<file path="src/rtl/ifs_pkg.sv">
`timescale 1ns / 1ps
// ifs_pkg: shared types, constants and helper functions for the fern point plotter.
// Used by ifs_ctrl, ifs_datapath, ifs_fern_point_plotter and ifs_checker.
package ifs_pkg;

  // default build sizes
  localparam int DEF_MAX_WIDTH  = 256;
  localparam int DEF_MAX_HEIGHT = 256;
  localparam int DEF_FRAC_BITS  = 16;

  // field widths
  localparam int POINT_W  = 24;
  localparam int DIM_W    = 9;
  localparam int PIX_W    = 8;
  localparam int CHOICE_W = 7;
  localparam int CFG_IDX_W = 2;

  // config register indexes
  localparam logic [CFG_IDX_W-1:0] REG_IMAGE_WIDTH  = 2'd0;
  localparam logic [CFG_IDX_W-1:0] REG_IMAGE_HEIGHT = 2'd1;
  localparam logic [DIM_W-1:0]     DIM_RESET        = 9'd256;

  // action codes
  localparam logic ACT_ITERATE = 1'b0;
  localparam logic ACT_READ    = 1'b1;

  // map split thresholds (first draw of each band)
  localparam logic [CHOICE_W-1:0] CHOICE_B_FIRST = 7'd85;
  localparam logic [CHOICE_W-1:0] CHOICE_C_FIRST = 7'd92;
  localparam logic [CHOICE_W-1:0] CHOICE_D_FIRST = 7'd99;

  // point saturation limits
  localparam logic signed [POINT_W-1:0] PT_MAX = 24'sh7FFFFF;
  localparam logic signed [POINT_W-1:0] PT_MIN = 24'sh800000;

  // pixel scale: col = 2*W*(x+2.5)/10, row index = H*(y+1)/10
  localparam int DEN_STEPS = 10;
  // reciprocal of 10 in 0.16, exact for values below 16384
  localparam logic [12:0] RECIP10     = 13'd6554;
  localparam int          RECIP_SHIFT = 16;

  // intensity update
  localparam logic [PIX_W-1:0] PIX_MAX  = 8'd255;
  localparam logic [PIX_W-1:0] PIX_STEP = 8'd20;

  typedef enum logic [1:0] {
    MAP_STEM  = 2'd0,
    MAP_LEFT  = 2'd1,
    MAP_RIGHT = 2'd2,
    MAP_BASE  = 2'd3
  } map_t;

  // controller to datapath
  typedef struct packed {
    logic load_in;
    logic do_mul;
    logic do_sum;
    logic do_scale;
    logic do_div;
    logic do_addr;
    logic do_read;
    logic commit;
    logic clear_wr;
  } ifs_cmd_t;

  // datapath to controller
  typedef struct packed {
    logic is_read;
    logic clr_last;
    logic out_free;
  } ifs_status_t;

  // coefficient in hundredths to fixed point, rounded half up on the magnitude
  function automatic longint qpos(input int h, input int frac);
    qpos = ((longint'(h) <<< frac) + 50) / 100;
  endfunction

  // 85/7/7/1 split; draws above 99 fall into the last map
  function automatic map_t map_of(input logic [CHOICE_W-1:0] c);
    if (c < CHOICE_B_FIRST)      map_of = MAP_STEM;
    else if (c < CHOICE_C_FIRST) map_of = MAP_LEFT;
    else if (c < CHOICE_D_FIRST) map_of = MAP_RIGHT;
    else                         map_of = MAP_BASE;
  endfunction

endpackage

</file>
<file path="src/rtl/ifs_ctrl.sv">
`timescale 1ns / 1ps
// ifs_ctrl: sequencing state machine for the fern point plotter.
// Depends on ifs_pkg for the command and status structs.
module ifs_ctrl (
  input  logic                clk,
  input  logic                rst,
  input  logic                in_valid,
  output logic                in_stall,
  input  ifs_pkg::ifs_status_t status,
  output ifs_pkg::ifs_cmd_t    cmd
);

  typedef enum logic [8:0] {
    S_CLEAR = 9'b000000001,
    S_IDLE  = 9'b000000010,
    S_MUL   = 9'b000000100,
    S_SUM   = 9'b000001000,
    S_SCALE = 9'b000010000,
    S_DIV   = 9'b000100000,
    S_ADDR  = 9'b001000000,
    S_RD    = 9'b010000000,
    S_FIN   = 9'b100000000
  } state_t;

  state_t state, state_next;

  // state register
  always_ff @(posedge clk) begin
    if (rst) begin
      state <= S_CLEAR;
    end else begin
      state <= state_next;
    end
  end

  // next state and commands
  always_comb begin
    state_next = state;
    cmd        = '0;
    unique case (state)
      S_CLEAR: begin
        cmd.clear_wr = 1'b1;
        if (status.clr_last) state_next = S_IDLE;
      end
      S_IDLE: begin
        cmd.load_in = in_valid;
        if (in_valid) state_next = S_MUL;
      end
      S_MUL: begin
        cmd.do_mul = !status.is_read;
        state_next = status.is_read ? S_ADDR : S_SUM;
      end
      S_SUM: begin
        cmd.do_sum = 1'b1;
        state_next = S_SCALE;
      end
      S_SCALE: begin
        cmd.do_scale = 1'b1;
        state_next   = S_DIV;
      end
      S_DIV: begin
        cmd.do_div = 1'b1;
        state_next = S_ADDR;
      end
      S_ADDR: begin
        cmd.do_addr = 1'b1;
        state_next  = S_RD;
      end
      S_RD: begin
        cmd.do_read = 1'b1;
        state_next  = S_FIN;
      end
      S_FIN: begin
        // hold until the output register can take the result
        cmd.commit = status.out_free;
        if (status.out_free) state_next = S_IDLE;
      end
      default: begin
        state_next = S_CLEAR;
      end
    endcase
  end

  assign in_stall = (state != S_IDLE);

endmodule

</file>
<file path="config.mk">
export PLATFORM = sky130hd
export DESIGN_NAME = ifs_ctrl
export DESIGN_NICKNAME = d
export VERILOG_FILES = /design/src/rtl/ifs_pkg.sv /design/src/rtl/ifs_ctrl.sv
export SDC_FILE = /design/constraint.sdc
export NUM_CORES = 1
export LEC_CHECK = 0
export BUFFER_PORTS_ARGS = -buffer_cell sky130_fd_sc_hd__buf_4
export CAP_MARGIN = 20
export CORE_AREA = 4 4 41 43
export DETAILED_ROUTE_END_ITERATION = 10
export DIE_AREA = 0 0 45 47
export PLACE_DENSITY = 0.7
export SYNTH_ARGS = -nofsm -noshare
export SYNTH_HDL_FRONTEND = slang
export SYNTH_SLANG_ARGS = --single-unit
</file>
<file path="constraint.sdc">
create_clock -name clk -period 1.7 [get_ports clk]
set_input_delay 0.17 -clock clk [delete_from_list [all_inputs] [get_ports clk]]
set_output_delay 0.17 -clock clk [all_outputs]
set_load 0.005 [all_outputs]
</file>
==> flow_summary.toml <==
[synthesis]
syn_nets = 77
synth_seq_cells = 9
synth_area_leader_cell = "dfxtp_1"
synth.top_cell.area_share_pct = 30.0
synth-seq-area-share_pct = 30.0
syn_inst = 71
synthesis.area_um2 = 601
synth_area_leaders = "dfxtp_1 (30%), nor4b_1 (7.3%), o21ai_0 (5.0%), nor2_1 (5.0%), xor2_1 (4.4%)"
synth.distinct_cells = 31
yosysWarnings = 0
syn_area_per_cell_um2 = 8.46

[placed_design]
hpwl_mm = 1.12
place_congestion = 0.795
io_buffers = 15
post_dp_cell_area_um2 = 762

[drt]
wl_per_cell_um = 15.5
dr_total_vias = 680
drt_pass1_iterations = 4
first_iter_violations = 18
drc = 0
ant_nets = 0
routed_via_density = 5.71
wirelength_mm = 1.84

[sta]
setup-violations-final = 4
rsz0062_at_grt = "yes"
max_slew.worst_pin.slew_ps = 417
drv_slew = 0
max_clock_freq_mhz = 553
fin_skew_ps = 3.31
period_share_pct = 106
fin_crit_ps = 1810
finalHoldViolations = 0
worst_slack_ps = -109
slew_headroom_pct = 71.8

[final_layout]
register_area_um2 = 196
layout_common_cells = "buf_4 (29), nor2_1 (7), dfxtp_2 (7)"
top_register = "state"
num-fill-cells = 91
multiInputGateArea_um2 = 494
layout_commonest_cell = "buf_4"
drive_above_1_share_pct = 58.7
syn_to_final_growth_pct = 67.1
finalInstanceArea_mm2 = 0.00100
diodes = 0
nNetsFinal = 111
reg.largest.list = "state: 9 flops"
largest_register_ffs = 9

[cts]
cts_buffer_depth = 2
clk_pin_slew_worst_paths_ps = 60
clkSinkCount = 9
numCtsBuffers = 3
cts_max_level = 1
clock_latency_ps = 270
clockRootBuffer = "clkbuf_4"
cts_tree = "yes"

[power]
powerDensity_mw_per_mm2 = 542
power.total_uw = 544
ir_drop_mv = 0.373
p_leak_uw = 0.000422

[run_status]
status = "complete, but fails checks"
failed_checks = "negative setup slack"

[setup_path]
path_max_fanout = 4
crit_type = "flip-flop to output pin"
cp-end-kind = "output pin"
cp_data_required_time_ps = 1530
worstPathArrival_ps = 1640
critPathLaunchType = "flip-flop"

[global_routing]
grt_pass1_vias = 623
grt_max_degree = 13
gr-usage-all-layers_pct = 18.6
antenna_found_initial = 0
grt_pass1_wl_mm = 2.71
overflow = 0

[die]
core_area_mm2 = 0.00130
die_area_mm2 = 0.00212
num_io_pins = 16
rows = 13
fp.dieH_um = 47
die_x_um = 45
initial_core_util_pct = 46.2

[min_path]
worstHoldPathType = "input pin to flip-flop"

[job]
drv_cap = 0
-- per-layer routing --
metal	global-route usage [%]	wire length (um)	share of wire, %
met4	10.5	31	1.7
met1	20.1	773	42
met3	5.75	109	5.9
met2	32.2	927	50
met5	0	0	0
-- worst max-delay path: stages, from the launching register on --
cell      delay (ps)
dfxtp_2          330
nor3_4           240
nand3b_4         120
or4b_4           510
inv_2             80
buf_6             90
-- cell usage after synthesis --
cell type,n
nand3_1,1
nor3b_2,2
nor2b_1,1
o2111ai_1,1
o31ai_1,1
nor4_4,1
dfxtp_1,9
xor2_1,3
nor2_2,1
and2_1,1
inv_1,2
or4b_4,1
a31oi_1,2
nand3b_2,1
nand4_1,2
o21ai_0,6
nor4_1,1
or3b_1,1
o21bai_1,1
a21oi_1,1
nor3b_1,2
nand2_1,4
buf_2,3
nand2b_1,1
nor3_1,5
o21ba_1,1
nor2_1,8
nor4b_1,5
a21oi_2,1
nor3_4,1
nand3b_1,1
-- layout make-up --
cell class / instances / share of cell area, %
inverter: 2 / 0.748
sequential: 9 / 19.6
clock buffer: 4 / 2.62
tap: 15 / 1.87
multi-input combinational: 57 / 49.3
timing repair buffer: 32 / 25.9
-- logic make-up after synthesis --
kind of cell / share of synthesized area [%]
AOI/OAI and AO/OA: 15.0
xor gates and xnor gates: 4.38
and+or+nand+nor: 46.9
buffers and inverters: 3.75
DFF: 30.0
-- power breakdown --
group / switching (uW) / internal [uW] / total, uW
clock: 79.4 / 90.8 / 170
sequential: 6.66 / 215 / 221
combinational: 75.1 / 77.4 / 153
total: 161 / 383 / 544
-- per-stage QoR --
step | setup slack, ps | TNS (ps) | utilization, % | hold slack [ps] | std cells
after floorplan | 284 | 0 | - | 240 | 71
after CTS | -80.8 | -107 | 68.0 | 68.9 | 115
after global routing | -164 | -569 | 77.1 | 59.7 | 119
after global placement | 167 | 0 | 58.6 | 361 | 104
final | -109 | -194 | 77.1 | 71.6 | 119
after detailed placement | 112 | 0 | 58.6 | 365 | 104
-- final timing paths --
kind             start  endpoint  slack [ps]  cells after the start
min reg2reg   state[2]  state[3]         570                      2
min          status[2]  state[3]          70                      2
max           state[0]    cmd[4]        -110                      5
max reg2reg   state[6]  state[0]          50                      8
-- what timing repair did --
action                     CTS  global route
pin swaps                    5            12
hold buffers                 0             0
resized for setup           11            21
setup endpoints to repair    7             8
buffers inserted             7             5
Power figures use the tool's default switching activity.
